## config.mk

```make
export PLATFORM = sky130hd
export DESIGN_NAME = pwm_timer_peripheral_core
export DESIGN_NICKNAME = d
export VERILOG_FILES = /design/src/rtl/pwmt_pkg.sv /design/src/rtl/pwm_timer_peripheral_core.sv /design/src/rtl/pwmt_channel.sv
export SDC_FILE = /design/constraint.sdc
export NUM_CORES = 1
export LEC_CHECK = 0
export ABC_AREA = 0
export ABC_CLOCK_PERIOD_IN_PS = 8500
export CAP_MARGIN = 20
export CORE_UTILIZATION = 35
export CTS_CLUSTER_SIZE = 16
export DETAILED_ROUTE_END_ITERATION = 8
export DONT_BUFFER_PORTS = 1
export SKIP_LAST_GASP = 1
export SLEW_MARGIN = 20
export SYNTH_ARGS = -nofsm -noshare
export SYNTH_HDL_FRONTEND = slang
export SYNTH_SLANG_ARGS = --single-unit
```

## constraint.sdc

```tcl
create_clock -name clk -period 8.5 [get_ports clk]
set_clock_uncertainty 0.05 [all_clocks]
set_input_delay 0.425 -clock clk [delete_from_list [all_inputs] [get_ports clk]]
set_output_delay 0.425 -clock clk [all_outputs]
set_load 0.02 [all_outputs]
```

## src/rtl/pwmt_pkg.sv

```systemverilog
// Shared types and constants of the PWM timer peripheral core.
// Used by the top level and the compare channel module; no dependencies.
`timescale 1ns / 1ps

package pwmt_pkg;

    localparam logic [1:0] OP_READ  = 2'd0;
    localparam logic [1:0] OP_WRITE = 2'd1;
    localparam logic [1:0] OP_TICK  = 2'd2;

    localparam logic [3:0] REG_CTRL   = 4'd0;
    localparam logic [3:0] REG_IER    = 4'd1;
    localparam logic [3:0] REG_STATUS = 4'd2;
    localparam logic [3:0] REG_EGR    = 4'd3;
    localparam logic [3:0] REG_MODE_L = 4'd4;
    localparam logic [3:0] REG_MODE_H = 4'd5;
    localparam logic [3:0] REG_OE     = 4'd6;
    localparam logic [3:0] REG_COUNT  = 4'd7;
    localparam logic [3:0] REG_PSC    = 4'd8;
    localparam logic [3:0] REG_ARR    = 4'd9;
    localparam logic [3:0] REG_CMP1   = 4'd10;
    localparam logic [3:0] REG_CMP2   = 4'd11;
    localparam logic [3:0] REG_CMP3   = 4'd12;
    localparam logic [3:0] REG_CMP4   = 4'd13;

    localparam int CR_CEN  = 0;
    localparam int CR_UDIS = 1;
    localparam int CR_URS  = 2;
    localparam int CR_OPM  = 3;
    localparam int CR_ARPE = 7;

    localparam logic [2:0] MODE_PWM1       = 3'b110;
    localparam logic [2:0] MODE_PWM2       = 3'b111;
    localparam logic [2:0] MODE_FORCE_HIGH = 3'b101;

    typedef struct packed {
        logic cmp_write;
        logic transfer;
        logic step;
    } chan_ctrl_t;

endpackage

```

## src/rtl/pwm_timer_peripheral_core.sv

```systemverilog
// Top level of the PWM timer peripheral core: command register, timer state
// and register file, result register. Depends on pwmt_pkg and pwmt_channel.
`timescale 1ns / 1ps

// Each transaction is a register read, a register write or one timer tick.
// The core takes one transaction every clock cycle while no stalled result
// holds it back. A transaction is held in the command register, and its
// result is registered into the result register as it leaves. All state
// updates are made in a single pass between the two registers. A result
// waiting on a stalled response channel holds back only the command register,
// so the core keeps taking transactions until both registers are full.
// COUNT_WIDTH sets the counter, reload and compare widths; CHANNEL_COUNT sets
// how many compare channels exist, and absent channels read zero and drive a
// low output.

module pwm_timer_peripheral_core #(
    parameter int COUNT_WIDTH   = 16,
    parameter int CHANNEL_COUNT = 4
) (
    input  logic        clk,
    input  logic        rst_n,
    input  logic        cmd_valid,
    output logic        cmd_stall,
    input  logic [1:0]  operation,
    input  logic [3:0]  reg_index,
    input  logic [15:0] write_data,
    output logic        rsp_valid,
    input  logic        rsp_stall,
    output logic [15:0] read_data,
    output logic        irq,
    output logic [3:0]  pwm_out,
    output logic        update_event
);
    import pwmt_pkg::*;

    localparam logic [3:0] CHAN_MASK = 4'((1 << CHANNEL_COUNT) - 1);

    logic        cmd_valid_reg;
    logic        cmd_valid_next;
    logic [1:0]  op_reg;
    logic [3:0]  idx_reg;
    logic [15:0] data_reg;
    logic        fire;

    logic        rsp_valid_reg;
    logic        rsp_valid_next;
    logic [15:0] read_data_reg;
    logic        irq_reg;
    logic [3:0]  pwm_out_reg;
    logic        update_event_reg;

    logic [7:0]  ctrl_reg;
    logic [7:0]  ctrl_next;
    logic [4:0]  ier_reg;
    logic [4:0]  ier_next;
    logic [4:0]  sr_reg;
    logic [4:0]  sr_base;
    logic [4:0]  sr_next;
    logic [15:0] mode_low_reg;
    logic [15:0] mode_low_next;
    logic [15:0] mode_high_reg;
    logic [15:0] mode_high_next;
    logic [15:0] oe_reg;
    logic [15:0] oe_next;
    logic [COUNT_WIDTH-1:0] count_reg;
    logic [COUNT_WIDTH-1:0] count_next;
    logic [15:0] psc_cnt_reg;
    logic [15:0] psc_cnt_next;
    logic [15:0] psc_pre_reg;
    logic [15:0] psc_pre_next;
    logic [15:0] psc_act_reg;
    logic [15:0] psc_act_next;
    logic [COUNT_WIDTH-1:0] arr_pre_reg;
    logic [COUNT_WIDTH-1:0] arr_pre_next;
    logic [COUNT_WIDTH-1:0] arr_act_reg;
    logic [COUNT_WIDTH-1:0] arr_act_next;

    logic        uev;
    logic        transfer;
    logic        step;
    logic [15:0] rd_value;
    logic [3:0]  chan_match;
    logic [3:0]  chan_level;
    logic [COUNT_WIDTH-1:0] chan_read [4];

    assign fire           = cmd_valid_reg && (!rsp_valid_reg || !rsp_stall);
    assign cmd_stall      = cmd_valid_reg && !fire;
    assign cmd_valid_next = (cmd_valid && !cmd_stall) ? 1'b1 : (fire ? 1'b0 : cmd_valid_reg);
    assign rsp_valid_next = fire ? 1'b1 : (rsp_stall ? rsp_valid_reg : 1'b0);

    always_comb
    begin
        ctrl_next      = ctrl_reg;
        ier_next       = ier_reg;
        sr_base        = sr_reg;
        mode_low_next  = mode_low_reg;
        mode_high_next = mode_high_reg;
        oe_next        = oe_reg;
        count_next     = count_reg;
        psc_cnt_next   = psc_cnt_reg;
        psc_pre_next   = psc_pre_reg;
        psc_act_next   = psc_act_reg;
        arr_pre_next   = arr_pre_reg;
        arr_act_next   = arr_act_reg;
        uev            = 1'b0;
        transfer       = 1'b0;
        step           = 1'b0;
        rd_value       = '0;

        if (fire && (op_reg == OP_TICK) && ctrl_reg[CR_CEN])
        begin
            if (psc_cnt_reg < psc_act_reg)
            begin
                psc_cnt_next = psc_cnt_reg + 16'd1;
            end
            else
            begin
                psc_cnt_next = '0;
                if (arr_act_reg != '0)
                begin
                    step = 1'b1;
                    if (count_reg >= arr_act_reg)
                    begin
                        count_next = '0;
                        if (!ctrl_reg[CR_UDIS])
                        begin
                            uev        = 1'b1;
                            transfer   = 1'b1;
                            sr_base[0] = 1'b1;
                            if (ctrl_reg[CR_OPM])
                            begin
                                ctrl_next[CR_CEN] = 1'b0;
                            end
                        end
                    end
                    else
                    begin
                        count_next = count_reg + COUNT_WIDTH'(1);
                    end
                end
            end
        end

        if (fire && (op_reg == OP_WRITE))
        begin
            unique case (idx_reg)
                REG_CTRL:   ctrl_next = data_reg[7:0];
                REG_IER:    ier_next = data_reg[4:0];
                REG_STATUS: sr_base = sr_reg & data_reg[4:0];
                REG_EGR:
                begin
                    if (data_reg[0])
                    begin
                        count_next   = '0;
                        psc_cnt_next = '0;
                        if (!ctrl_reg[CR_UDIS])
                        begin
                            uev      = 1'b1;
                            transfer = 1'b1;
                            if (!ctrl_reg[CR_URS])
                            begin
                                sr_base[0] = 1'b1;
                            end
                        end
                    end
                    sr_base[4:1] = sr_base[4:1] | (data_reg[4:1] & CHAN_MASK);
                end
                REG_MODE_L: mode_low_next = data_reg;
                REG_MODE_H: mode_high_next = data_reg;
                REG_OE:     oe_next = data_reg;
                REG_COUNT:  count_next = COUNT_WIDTH'(data_reg);
                REG_PSC:    psc_pre_next = data_reg;
                REG_ARR:
                begin
                    arr_pre_next = COUNT_WIDTH'(data_reg);
                    if (!ctrl_reg[CR_ARPE])
                    begin
                        arr_act_next = COUNT_WIDTH'(data_reg);
                    end
                end
                default:    ;
            endcase
        end

        if (transfer)
        begin
            psc_act_next = psc_pre_reg;
            arr_act_next = arr_pre_reg;
        end

        if (op_reg == OP_READ)
        begin
            unique case (idx_reg)
                REG_CTRL:   rd_value = {8'd0, ctrl_reg};
                REG_IER:    rd_value = {11'd0, ier_reg};
                REG_STATUS: rd_value = {11'd0, sr_reg};
                REG_MODE_L: rd_value = mode_low_reg;
                REG_MODE_H: rd_value = mode_high_reg;
                REG_OE:     rd_value = oe_reg;
                REG_COUNT:  rd_value = 16'(count_reg);
                REG_PSC:    rd_value = psc_pre_reg;
                REG_ARR:    rd_value = 16'(arr_pre_reg);
                REG_CMP1:   rd_value = 16'(chan_read[0]);
                REG_CMP2:   rd_value = 16'(chan_read[1]);
                REG_CMP3:   rd_value = 16'(chan_read[2]);
                REG_CMP4:   rd_value = 16'(chan_read[3]);
                default:    rd_value = '0;
            endcase
        end
    end

    assign sr_next = sr_base | {chan_match, 1'b0};

    for (genvar k = 0; k < 4; k++)
    begin : g_chan
        if (k < CHANNEL_COUNT)
        begin : g_on
            chan_ctrl_t ch_ctrl;
            logic [7:0] mode_cur;
            logic [7:0] mode_new;

            assign mode_cur = (k < 2) ? mode_low_reg[8*(k%2) +: 8]
                                      : mode_high_reg[8*(k%2) +: 8];
            assign mode_new = (k < 2) ? mode_low_next[8*(k%2) +: 8]
                                      : mode_high_next[8*(k%2) +: 8];
            assign ch_ctrl.cmp_write = fire && (op_reg == OP_WRITE)
                                       && (idx_reg == 4'(REG_CMP1 + k));
            assign ch_ctrl.transfer  = transfer;
            assign ch_ctrl.step      = step;

            pwmt_channel #(
                .COUNT_WIDTH (COUNT_WIDTH)
            ) u_channel (
                .clk       (clk),
                .rst_n     (rst_n),
                .ctrl      (ch_ctrl),
                .cmp_data  (COUNT_WIDTH'(data_reg)),
                .mode_cur  (mode_cur),
                .mode_new  (mode_new),
                .out_en    (oe_next[4*k]),
                .out_inv   (oe_next[4*k+1]),
                .count_new (count_next),
                .level     (chan_level[k]),
                .match     (chan_match[k]),
                .cmp_read  (chan_read[k])
            );
        end
        else
        begin : g_off
            assign chan_level[k] = 1'b0;
            assign chan_match[k] = 1'b0;
            assign chan_read[k]  = '0;
        end
    end

    always_ff @(posedge clk or negedge rst_n)
    begin
        if (!rst_n)
        begin
            cmd_valid_reg <= 1'b0;
            rsp_valid_reg <= 1'b0;
            ctrl_reg      <= '0;
            ier_reg       <= '0;
            sr_reg        <= '0;
            mode_low_reg  <= '0;
            mode_high_reg <= '0;
            oe_reg        <= '0;
            count_reg     <= '0;
            psc_cnt_reg   <= '0;
            psc_pre_reg   <= '0;
            psc_act_reg   <= '0;
            arr_pre_reg   <= '1;
            arr_act_reg   <= '1;
        end
        else
        begin
            cmd_valid_reg <= cmd_valid_next;
            rsp_valid_reg <= rsp_valid_next;
            ctrl_reg      <= ctrl_next;
            ier_reg       <= ier_next;
            sr_reg        <= sr_next;
            mode_low_reg  <= mode_low_next;
            mode_high_reg <= mode_high_next;
            oe_reg        <= oe_next;
            count_reg     <= count_next;
            psc_cnt_reg   <= psc_cnt_next;
            psc_pre_reg   <= psc_pre_next;
            psc_act_reg   <= psc_act_next;
            arr_pre_reg   <= arr_pre_next;
            arr_act_reg   <= arr_act_next;
        end
    end

    always_ff @(posedge clk)
    begin
        if (cmd_valid && !cmd_stall)
        begin
            op_reg   <= operation;
            idx_reg  <= reg_index;
            data_reg <= write_data;
        end
        if (fire)
        begin
            read_data_reg    <= rd_value;
            irq_reg          <= |(sr_next & ier_next);
            pwm_out_reg      <= chan_level;
            update_event_reg <= uev;
        end
    end

    assign rsp_valid    = rsp_valid_reg;
    assign read_data    = read_data_reg;
    assign irq          = irq_reg;
    assign pwm_out      = pwm_out_reg;
    assign update_event = update_event_reg;

endmodule

```

## src/rtl/pwmt_channel.sv

```systemverilog
// One compare channel: compare preload and active registers, match detection
// and PWM output level. Depends on pwmt_pkg.
`timescale 1ns / 1ps

module pwmt_channel #(
    parameter int COUNT_WIDTH = 16
) (
    input  logic                     clk,
    input  logic                     rst_n,
    input  pwmt_pkg::chan_ctrl_t     ctrl,
    input  logic [COUNT_WIDTH-1:0]   cmp_data,
    input  logic [7:0]               mode_cur,
    input  logic [7:0]               mode_new,
    input  logic                     out_en,
    input  logic                     out_inv,
    input  logic [COUNT_WIDTH-1:0]   count_new,
    output logic                     level,
    output logic                     match,
    output logic [COUNT_WIDTH-1:0]   cmp_read
);
    import pwmt_pkg::*;

    logic [COUNT_WIDTH-1:0] preload_reg;
    logic [COUNT_WIDTH-1:0] preload_next;
    logic [COUNT_WIDTH-1:0] active_reg;
    logic [COUNT_WIDTH-1:0] active_next;
    logic                   below;
    logic                   ref_level;

    always_comb
    begin
        preload_next = preload_reg;
        active_next  = active_reg;
        if (ctrl.cmp_write)
        begin
            preload_next = cmp_data;
            if (!mode_cur[3])
            begin
                active_next = cmp_data;
            end
        end
        if (ctrl.transfer && mode_cur[3])
        begin
            active_next = preload_reg;
        end
    end

    assign below = count_new < active_next;
    assign match = ctrl.step && (mode_cur[1:0] == 2'b00) && (count_new == active_next);

    always_comb
    begin
        ref_level = 1'b0;
        if (mode_new[1:0] == 2'b00)
        begin
            priority if (mode_new[6:4] == MODE_PWM1)
            begin
                ref_level = below;
            end
            else if (mode_new[6:4] == MODE_PWM2)
            begin
                ref_level = !below;
            end
            else if (mode_new[6:4] == MODE_FORCE_HIGH)
            begin
                ref_level = 1'b1;
            end
            else
            begin
                ref_level = 1'b0;
            end
        end
    end

    assign level    = out_en && (ref_level ^ out_inv);
    assign cmp_read = preload_reg;

    always_ff @(posedge clk or negedge rst_n)
    begin
        if (!rst_n)
        begin
            preload_reg <= '0;
            active_reg  <= '0;
        end
        else
        begin
            preload_reg <= preload_next;
            active_reg  <= active_next;
        end
    end

endmodule

```

# [Word-level counts from Yosys, hierarchy flattened]
# Cells that the tools add are included.
[classes] n_addsub=2 reduce_logical=57 n_lt_le_gt_ge=6 muxes=87 bitwise=8 eq_ne=33
[ops] operator="16-bit 2-to-1 mux" count=27
[ops] operator="16-bit one-hot mux with 13 select lines" count=1
[ops] operator="16-bit less-than comparator" count=5
[ops] operator="16-bit == test" count=4
[ops] operator="15-bit 2-to-1 mux" count=4
[ops] operator="1-bit 2-to-1 mux" count=48
[ops] operator="3-bit == test, second input constant" count=12
[ops] operator="16-bit by 1-bit adder with 16-bit output, second input constant" count=2
[ops] operator="16-bit one-hot mux with 2 select lines" count=1
[ops] operator="14-bit 2-to-1 mux" count=2
[ops] operator="1-bit logical AND" count=26
[ops] operator="4-bit == test, second input constant" count=6
[ops] operator="2-bit logical NOT" count=9
[ops] operator="4-bit by 3-bit == test with 1-bit output, second input constant" count=4
[ops] operator="16-bit >= comparator" count=1
[ops] operator="16-bit nonzero test" count=1
[ops] operator="5-bit 2-to-1 mux" count=3
[ops] operator="2-bit AND reduction" count=6
[ops] operator="5-bit bitwise AND" count=2
[ops] operator="5-bit one-hot mux with 2 select lines" count=1
[ops] operator="4-bit by 2-bit == test with 1-bit output, second input constant" count=2
[ops] operator="1-bit logical NOT" count=8
[ops] operator="2-bit nonzero test" count=3
[ops] operator="5-bit OR" count=1
[ops] operator="10 further kinds" count=14
[word_totals] regBits=336 inputBits=26 out_inout_bits=24

# [Longest topological paths before layout]
# Gate-level depths: netlist of run 1.
[logic_depth] depth_word=19 depth_mapped=20 mapped_depth_nobuf=17

# [Cells and area by module]
# A second synthesis of run 1 with hierarchy kept.
[unflattened] hier_cells=1578 hier_area_um2=17872.1
[modules_own_cells] mod="pwm_timer_peripheral_core" n_inst=1 area_per_inst_um2=10540.1 cells_each=894 seq_area_each_um2=5465.2
[modules_own_cells] mod="pwmt_channel" n_inst=4 area_per_inst_um2=1833.0 cells_each=171 seq_area_each_um2=800.8

# [Worst setup path before layout of run 1]
# OpenSTA, ideal clock, no wires.
[synth_timing] kind="register to register" startpoint="register psc_cnt_reg[5]" endpoint="register pwm_out_reg[2] (netlist: pwm_out[2]), data pin" slack_ps=4045 t_arrival_ps=4275 path_buffers=3 required_ps=8320 path_stages_with_launch=20 synth_period_minus_slack_ps=4455 cell_sequence="dfrtp_1 ha_1 and3_1 o311a_1 o31ai_1 a31o_1 buf_2 o21ai_1 buf_4 buf_6 mux2i_1 mux2_2 ha_1 a21o_1 nand3_1 a211oi_1 a2111o_1 or3_1 a211o_1 nand2_1"
[synth_via] elab_chain_cells=16
[synth_rtl] element="start: declaration" line="pwm_timer_peripheral_core.sv:67" rtl="logic [15:0] psc_cnt_reg;"
[synth_rtl] element="start signal: assignment" line="pwm_timer_peripheral_core.sv:286" rtl="psc_cnt_reg <= psc_cnt_next;"
[synth_rtl] element="16-bit less-than comparator *" line="pwm_timer_peripheral_core.sv:112" rtl="if (psc_cnt_reg < psc_act_reg)"
[synth_rtl] element="1-bit 2-to-1 mux" line="pwm_timer_peripheral_core.sv:112"
[synth_rtl] element="1-bit 2-to-1 mux" line="pwm_timer_peripheral_core.sv:110" rtl="if (fire && (op_reg == OP_TICK) && ctrl_reg[CR_CEN])"
[synth_rtl] element="1-bit 2-to-1 mux" line="pwm_timer_peripheral_core.sv:156" rtl="if (!ctrl_reg[CR_UDIS])"
[synth_rtl] element="1-bit 2-to-1 mux" line="pwm_timer_peripheral_core.sv:152" rtl="if (data_reg[0])"
[synth_rtl] element="1-bit 2-to-1 mux" line="pwm_timer_peripheral_core.sv:146" rtl="unique case (idx_reg)"
[synth_rtl] element="1-bit 2-to-1 mux" line="pwm_timer_peripheral_core.sv:144" rtl="if (fire && (op_reg == OP_WRITE))"
[synth_rtl] element="1-bit logical AND" line="pwmt_channel.sv:42" rtl="if (ctrl.transfer && mode_cur[3])"
[synth_rtl] element="16-bit 2-to-1 mux" line="pwmt_channel.sv:42"
[synth_rtl] element="16-bit less-than comparator *" line="pwmt_channel.sv:48" rtl="assign below = count_new < active_next;"
[synth_rtl] element="1-bit logical NOT" line="pwmt_channel.sv:62" rtl="ref_level = !below;"
[synth_rtl] element="1-bit 2-to-1 mux" line="pwmt_channel.sv:60" rtl="else if (mode_new[6:4] == MODE_PWM2)"
[synth_rtl] element="1-bit 2-to-1 mux *" line="pwmt_channel.sv:56" rtl="priority if (mode_new[6:4] == MODE_PWM1)"
[synth_rtl] element="1-bit 2-to-1 mux *" line="pwmt_channel.sv:54" rtl="if (mode_new[1:0] == 2'b00)"
[synth_rtl] element="1-bit XOR *" line="pwmt_channel.sv:75" rtl="assign level = out_en && (ref_level ^ out_inv);"
[synth_rtl] element="1-bit logical AND *" line="pwmt_channel.sv:75"
[synth_rtl] element="via g_chan[2].g_on.u_channel.level" line="pwmt_channel.sv:17" rtl="output logic level,"
[synth_rtl] element="end signal: assignment" line="pwm_timer_peripheral_core.sv:306" rtl="pwm_out_reg <= chan_level;"
[synth_rtl] element="end: declaration" line="pwm_timer_peripheral_core.sv:49" rtl="logic [3:0] pwm_out_reg;"
# The timed path passes the listed nets; every way through them passes the cells marked *.
# A chain may end at the register's enable or synchronous reset.

# [Worst setup path in the final report of run 1]
[layout_timing] startpoint="register psc_cnt_reg[5]" endpoint="register pwm_out_reg[1] (netlist: pwm_out[1]), data pin"
[layout_rtl] element="16-bit less-than comparator *" line="pwm_timer_peripheral_core.sv:112"
[layout_rtl] element="16-bit 2-to-1 mux *" line="pwm_timer_peripheral_core.sv:112"
[layout_rtl] element="16-bit 2-to-1 mux *" line="pwm_timer_peripheral_core.sv:110"
[layout_rtl] element="16-bit 2-to-1 mux" line="pwm_timer_peripheral_core.sv:152"
[layout_rtl] element="16-bit one-hot mux with 2 select lines" line="pwm_timer_peripheral_core.sv:146"
[layout_rtl] element="16-bit 2-to-1 mux *" line="pwm_timer_peripheral_core.sv:144"
[layout_rtl] element="via count_next[14]" line="pwm_timer_peripheral_core.sv:66" rtl="logic [COUNT_WIDTH-1:0] count_next;"
[layout_rtl] element="16-bit less-than comparator *" line="pwmt_channel.sv:48"
[layout_rtl] element="1-bit logical NOT" line="pwmt_channel.sv:62"
[layout_rtl] element="1-bit 2-to-1 mux" line="pwmt_channel.sv:60"
[layout_rtl] element="1-bit 2-to-1 mux *" line="pwmt_channel.sv:56"
[layout_rtl] element="1-bit 2-to-1 mux *" line="pwmt_channel.sv:54"
[layout_rtl] element="1-bit XOR *" line="pwmt_channel.sv:75"
[layout_rtl] element="1-bit logical AND *" line="pwmt_channel.sv:75"
[layout_rtl] element="via g_chan[1].g_on.u_channel.level" line="pwmt_channel.sv:17"
# Marks and branches as above.

==> results of run 1 <==
## critical path: cells and delay by family, from the launching register on
family	cells	cell delay, ns
buf+inv	1	0.24
flops	1	0.41
xor+xnor	1	0.17
simple gates	5	1.61
compound gates	7	3.35
fa+ha+maj	2	0.58
## how the worst max path moves through the flow
stage / start / end / slack [ns] / cells past startpoint
after CTS: psc_cnt_reg[5]$_DFF_PN0_ / pwm_out[1]$_DFFE_PP_ / 2.05 / 16
after detailed placement: psc_cnt_reg[5]$_DFF_PN0_ / pwm_out[1]$_DFFE_PP_ / 2.04 / 16
after global routing: psc_cnt_reg[5]$_DFF_PN0_ / pwm_out[1]$_DFFE_PP_ / 1.78 / 16
final: psc_cnt_reg[5]$_DFF_PN0_ / pwm_out[1]$_DFFE_PP_ / 1.94 / 16
after floorplan: psc_cnt_reg[5]$_DFF_PN0_ / pwm_out[2]$_DFFE_PP_ / 4.04 / 19
after global placement: psc_cnt_reg[5]$_DFF_PN0_ / pwm_out[1]$_DFFE_PP_ / 2.12 / 16
## Yosys cell counts, types with 44 or more instances
library cell  count  area (um^2)
a21o_1           55          413
a21oi_1          81          405
clkbuf_1         75          282
dfrtp_1         260         6510
edfxtp_1         44         1320
ha_1             97         1210
inv_1            55          206
mux2_2          147         1660
mux2i_1         168         1680
nand2_1         103          387
nor2_1           48          180
o21ai_0          46          230
## per-layer routing
layer	GRT usage	wire, um
met1	0.321	27700
met2	0.357	27700
met3	0.0417	4120
met4	0.0724	1960
met5	0	0
## layout make-up
type,count,share of cell area
Clock inverter,3,0.00192
Timing Repair Buffer,65,0.0300
Multi-Input combinational cell,1160,0.442
Sequential cell,336,0.416
Inverter,55,0.00991
Clock buffer,69,0.0586
Tap cell,680,0.0409
## power by group
| group | total (uW) | internal [uW] | switching (uW) |
|---|---|---|---|
| Combinational | 1210 | 525 | 685 |
| Clock | 1690 | 999 | 694 |
| Sequential | 2180 | 1920 | 262 |
| Total | 5080 | 3440 | 1640 |
## metrics by stage
step | hold slack, ns | util | total power [uW] | std cells
2_1_floorplan | 0.0794 | - | 2950 | 1658
3_3_place_gp | 0.116 | 0.371 | 3310 | 2267
3_5_place_dp | 0.117 | 0.371 | 3350 | 2267
4_1_cts | 0.0780 | 0.401 | 5100 | 2365
5_1_grt | 0.0867 | 0.402 | 5340 | 2368
6_report | 0.100 | 0.402 | 5080 | 2368
## cells by family (layout without fill, tap and decap cells)
group / count (synthesis) / count (layout)
compound gates: 394 / 394
flops: 336 / 336
simple gates: 327 / 327
mux: 319 / 319
buf+inv: 162 / 192
fa+ha+maj: 97 / 97
xor+xnor: 23 / 23
==> results.sh, run 1 <==
export IMPL_synth_ff_type="dfrtp_1"
export IMPL_die_w_um=232
export IMPL_yosys_warnings=0
export IMPL_synth_simple_area_share=0.0925
export IMPL_r2r_slack_ns=1.94
export IMPL_worstPathMaxFanout=18
export IMPL_portBuffers=0
export IMPL_synth_area_um2=18500
export IMPL_crit_slowest_cell="a31o_1"
export IMPL_final_net_count=1781
export IMPL_synth_cell_type_count=67
export IMPL_vdd_ir_drop_max_mv=0.116
export IMPL_whs_path_depth=1
export IMPL_antenna_found_initial=0
export IMPL_clk_pin_slew_ns=0.06
export IMPL_rr_endpoint="pwm_out[1]$_DFFE_PP_"
export IMPL_placed_area_um2=19200
export IMPL_slew_headroom=0.267
export IMPL_synth_nets=1781
export IMPL_cts_tree="done"
export IMPL_outcome="completed"
export IMPL_post_route_drc_count=0
export IMPL_grt_use_total=0.230
export IMPL_fin_crit_ns=6.56
export IMPL_crit_path_end_kind="register"
export IMPL_synth_compound_area_frac=0.143
export IMPL_setup_tns_ns=0
export IMPL_hpwl_um=41400
export IMPL_drive_gt1_frac=0.169
export IMPL_insertion_delay_ns=0.57
export IMPL_async_reset_ff_frac=0.869
export IMPL_synthMuxAreaShare=0.183
export IMPL_cts_made_buffers=40
export IMPL_wl_per_cell_um=26.0
export IMPL_rsz0062_at_grt="no"
export IMPL_synth_seq_area_share=0.468
export IMPL_final_common_cell="dfrtp_1"
export IMPL_diodes=0
export IMPL_postCtsSetupRepairBufs=0
export IMPL_grt_overflow_total=0
export IMPL_ff_latch_area_um2=8670
export IMPL_routed_wirelength_um=61500
export IMPL_clk_path_buf_depth=3
export IMPL_core_um2=51800
export IMPL_design_area_um2=20800
export IMPL_rows=83
export IMPL_dieArea_um2=53900
export IMPL_cts_resized=0
export IMPL_n_fill_cell=4846
export IMPL_setup_ws_ns=1.94
export IMPL_vias=14000
export IMPL_holdPathEnd="read_data[4]$_SDFFCE_PP0P_"
export IMPL_cp_start_kind="register"
export IMPL_worst_path_most_repeated_cell="ha_1"
export IMPL_multi_input_area_um2=9210
export IMPL_clock_fmax_mhz=152
export IMPL_grt_max_degree=293
export IMPL_fp_dieH_um=232
export IMPL_rr_startpoint="psc_cnt_reg[5]$_DFF_PN0_"
export IMPL_crit_arrival_ns=6.92
export IMPL_yosys_area_share_xor_xnor=0.0109
export IMPL_final_setup_viol_count=0
export IMPL_ctsHtreeMaxLevel=2
export IMPL_synth_edff_count=44
export IMPL_viasPerCell=5.93
export IMPL_ys_seq_elements=336
export IMPL_min_delay_start="rsp_stall"
export IMPL_critPathMaxStageDelay_ns=0.88
export IMPL_cts_hold_buf=26
export IMPL_tightest_slew_ns=1.09
export IMPL_grt_pass1_wl_um=92000
export IMPL_syn_inst=1658
export IMPL_grt_pass1_vias=13800
export IMPL_final_cell_mix="dfrtp_1, mux2i_1, mux2_2"
export IMPL_gp_congestion=0.944
export IMPL_synth_fa_ha_area_frac=0.0655
export IMPL_period_share=0.772
export IMPL_drt_iter0_drc=1435
export IMPL_slew_violations=0
export IMPL_place_ws_ns=2.04
export IMPL_min_path_type="input port to register"
export IMPL_crit_required_ns=8.86
export IMPL_firstDrtPassIters=8
export IMPL_hold_violations=0
export IMPL_p_leak_uw=0.00936
export IMPL_cts_sinks=336
export IMPL_r2r_cells=16
export IMPL_design_portCount=50
export IMPL_critical_path_cell_chain="ha_1 -> and3_1 -> o311a_1 -> o31ai_1 -> a31o_1 -> o21ai_1 -> buf_4 -> o21ai_0 -> ha_1 -> nand3_1 -> nor4_1 -> a21boi_0 -> nor4bb_1 -> xnor2_1 -> or3_1 -> a21oi_1"
export IMPL_syn2layout_area_growth_pct=12.4
export IMPL_cts_root_buffer="clkbuf_16"
export IMPL_powerDensity_nw_per_um2=244
export IMPL_avgSynthCellArea_um2=11.2
export IMPL_maxCapViolCount=0
export IMPL_synth_top_family_by_area="multiplexers"
export IMPL_crit_type="register to register"
export IMPL_antenna_left=0
export IMPL_start_util=0.358
No activity file was read; power rests on OpenSTA's default activity.
==> run 2: changes to the inputs <==
- ABC_CLOCK_PERIOD_IN_PS: 8500 -> 6600
- clock period: 8.5 -> 6.6 ns (I/O delays scaled with it)
==> results.sh, run 2 (synthesis gave the netlist of run 1 again) <==
export IMPL_powerDensity_nw_per_um2=318
export IMPL_start_util=0.358
export IMPL_crit_type="register to register"
export IMPL_min_path_type="input port to async pin"
export IMPL_postCtsSetupRepairBufs=0
export IMPL_cts_hold_buf=25
export IMPL_outcome="complete, but fails checks"
export IMPL_clock_fmax_mhz=167
export IMPL_slew_headroom=0.242
export IMPL_routed_wirelength_um=59600
export IMPL_power_net_switching_uw=2100
export IMPL_hold_ws_ns=-0.548
export IMPL_p_leak_uw=0.00942
export IMPL_portBuffers=0
export IMPL_period_share=0.909
export IMPL_vdd_ir_drop_max_mv=0.198
export IMPL_critPathMaxStageDelay_ns=0.83
export IMPL_maxCapViolCount=0
export IMPL_antenna_found_initial=0
export IMPL_crit_slowest_cell="o21ai_0"
export IMPL_rows=83
export IMPL_worstPathMaxFanout=12
export IMPL_grt_use_total=0.223
export IMPL_critical_path_cell_chain="ha_1 -> and3_1 -> o311a_1 -> o31ai_1 -> a31o_1 -> buf_4 -> nor2_1 -> xnor2_1 -> o21ai_0 -> ha_1 -> nand4_1 -> nor4_1 -> a21boi_0 -> nor4bb_1 -> xnor2_1 -> or3_1 -> a21oi_1"
export IMPL_n_fill_cell=4874
export IMPL_cts_sinks=336
export IMPL_vias=14100
export IMPL_cts_made_buffers=41
export IMPL_final_setup_viol_count=0
export IMPL_final_common_cell="dfrtp_1"
export IMPL_hpwl_um=40700
export IMPL_clk_pin_slew_ns=0.06
export IMPL_firstDrtPassIters=5
export IMPL_crit_arrival_ns=6.37
export IMPL_hold_violations=292
export IMPL_final_cell_mix="dfrtp_1, mux2i_1, mux2_2"
export IMPL_pwr_share_clk=0.352
export IMPL_cts_resized=0
export IMPL_viasPerCell=5.94
export IMPL_ctsHtreeMaxLevel=2
export IMPL_grt_overflow_total=0
export IMPL_fp_dieH_um=232
export IMPL_p_comb_frac=0.227
export IMPL_syn2layout_area_growth_pct=13.0
export IMPL_wl_per_cell_um=25.1
export IMPL_cts_root_buffer="clkbuf_16"
export IMPL_insertion_delay_ns=0.56
export IMPL_slew_violations=0
export IMPL_crit_path_end_kind="register"
export IMPL_design_area_um2=20900
export IMPL_final_net_count=1785
export IMPL_core_um2=51800
export IMPL_design_portCount=50
export IMPL_grt_max_degree=293
export IMPL_diodes=0
export IMPL_die_w_um=232
export IMPL_setup_tns_ns=0
export IMPL_drive_gt1_frac=0.180
export IMPL_crit_required_ns=6.97
export IMPL_rsz0062_at_grt="no"
export IMPL_post_route_drc_count=0
export IMPL_violations="negative hold slack"
export IMPL_cp_start_kind="register"
export IMPL_sw_frac_of_total=0.315
export IMPL_dieArea_um2=53900
export IMPL_clk_path_buf_depth=3
export IMPL_placed_area_um2=19300
export IMPL_r2r_cells=17
export IMPL_intPower_uw=4560
export IMPL_grt_pass1_wl_um=90500
export IMPL_fin_crit_ns=6.00
export IMPL_tightest_slew_ns=1.14
export IMPL_drt_iter0_drc=1491
export IMPL_gp_congestion=0.916
export IMPL_p_seq_frac=0.421
export IMPL_cts_tree="done"
export IMPL_grt_pass1_vias=14000
export IMPL_antenna_left=0
## run 2: cell count changes in the layout (fill, tap and decap cells not counted), sizes merged
cell	delta
clkbuf	-21
clkinv	+12
buf	+4
bufinv	+5
clkinvlp	+5
dlygate4sd3	-1
## run 2: final timing paths
kind,startpoint,to,slack (ns)
min reg2reg,arr_pre_reg[2]$_DFFE_PN1P_,arr_act_reg[2]$_DFFE_PN1P_,0.42
max reg2reg,psc_cnt_reg[6]$_DFF_PN0_,pwm_out[3]$_DFFE_PP_,0.60
min,rst_n,psc_pre_reg[7]$_DFFE_PN0P_,-0.55
min in group clk,rsp_stall,read_data[7]$_SDFFCE_PP0P_,0.02
max,psc_cnt_reg[6]$_DFF_PN0_,pwm_out[3]$_DFFE_PP_,0.60
max in group asynchronous,rst_n,g_chan[0].g_on.u_channel.cmp_read[13]$_DFFE_PN0P_,6.51
## run 2: final cells by class
class,count,area [um^2],share of cell area
flip-flops and latches,336,8670,0.414
clock buffers,48,1090,0.0522
multi-input cells,1160,9210,0.440
inverters,55,206,0.00986
clock inverters,25,293,0.0140
well taps,680,851,0.0406
repair buffers,68,611,0.0292
## run 2: power by group through the flow
stage	Clock, uW	Sequential (uW)	Combinational, uW
floorplan	0	2680	1130
global placement	0	2820	1420
detailed placement	0	2840	1470
CTS	2390	2800	1490
global route	2480	2850	1670
finish	2350	2810	1510
## run 2: layer usage
metal,vias up,part of all wire,GRT usage
li1,6235,-,-
met1,7225,0.44,0.313
met2,526,0.46,0.351
met3,113,0.071,0.0363
met4,0,0.029,0.0720
met5,-,0,0
## run 2: through the flow
| stage | instances | hold WS [ns] | power (uW) | util | setup WS [ns] |
|---|---|---|---|---|---|
| 4_1_cts | 2372 | -0.565 | 6680 | 0.404 | 0.507 |
| 5_1_grt | 2372 | -0.566 | 7000 | 0.404 | 0.417 |
| 3_3_place_gp | 2274 | 0.0228 | 4240 | 0.372 | 0.588 |
| 2_1_floorplan | 1658 | -0.0156 | 3800 | - | 2.14 |
| 3_5_place_dp | 2274 | 0.0209 | 4310 | 0.372 | 0.470 |
| 6_report | 2372 | -0.548 | 6670 | 0.404 | 0.598 |
## run 2: critical path, delay by kind of cell (launching register included)
family | cells | cell delay (ns)
compound gates | 6 | 2.63
xor+xnor | 2 | 0.29
fa+ha+maj | 2 | 0.58
buf+inv | 1 | 0.30
flops | 1 | 0.41
simple gates | 6 | 1.59
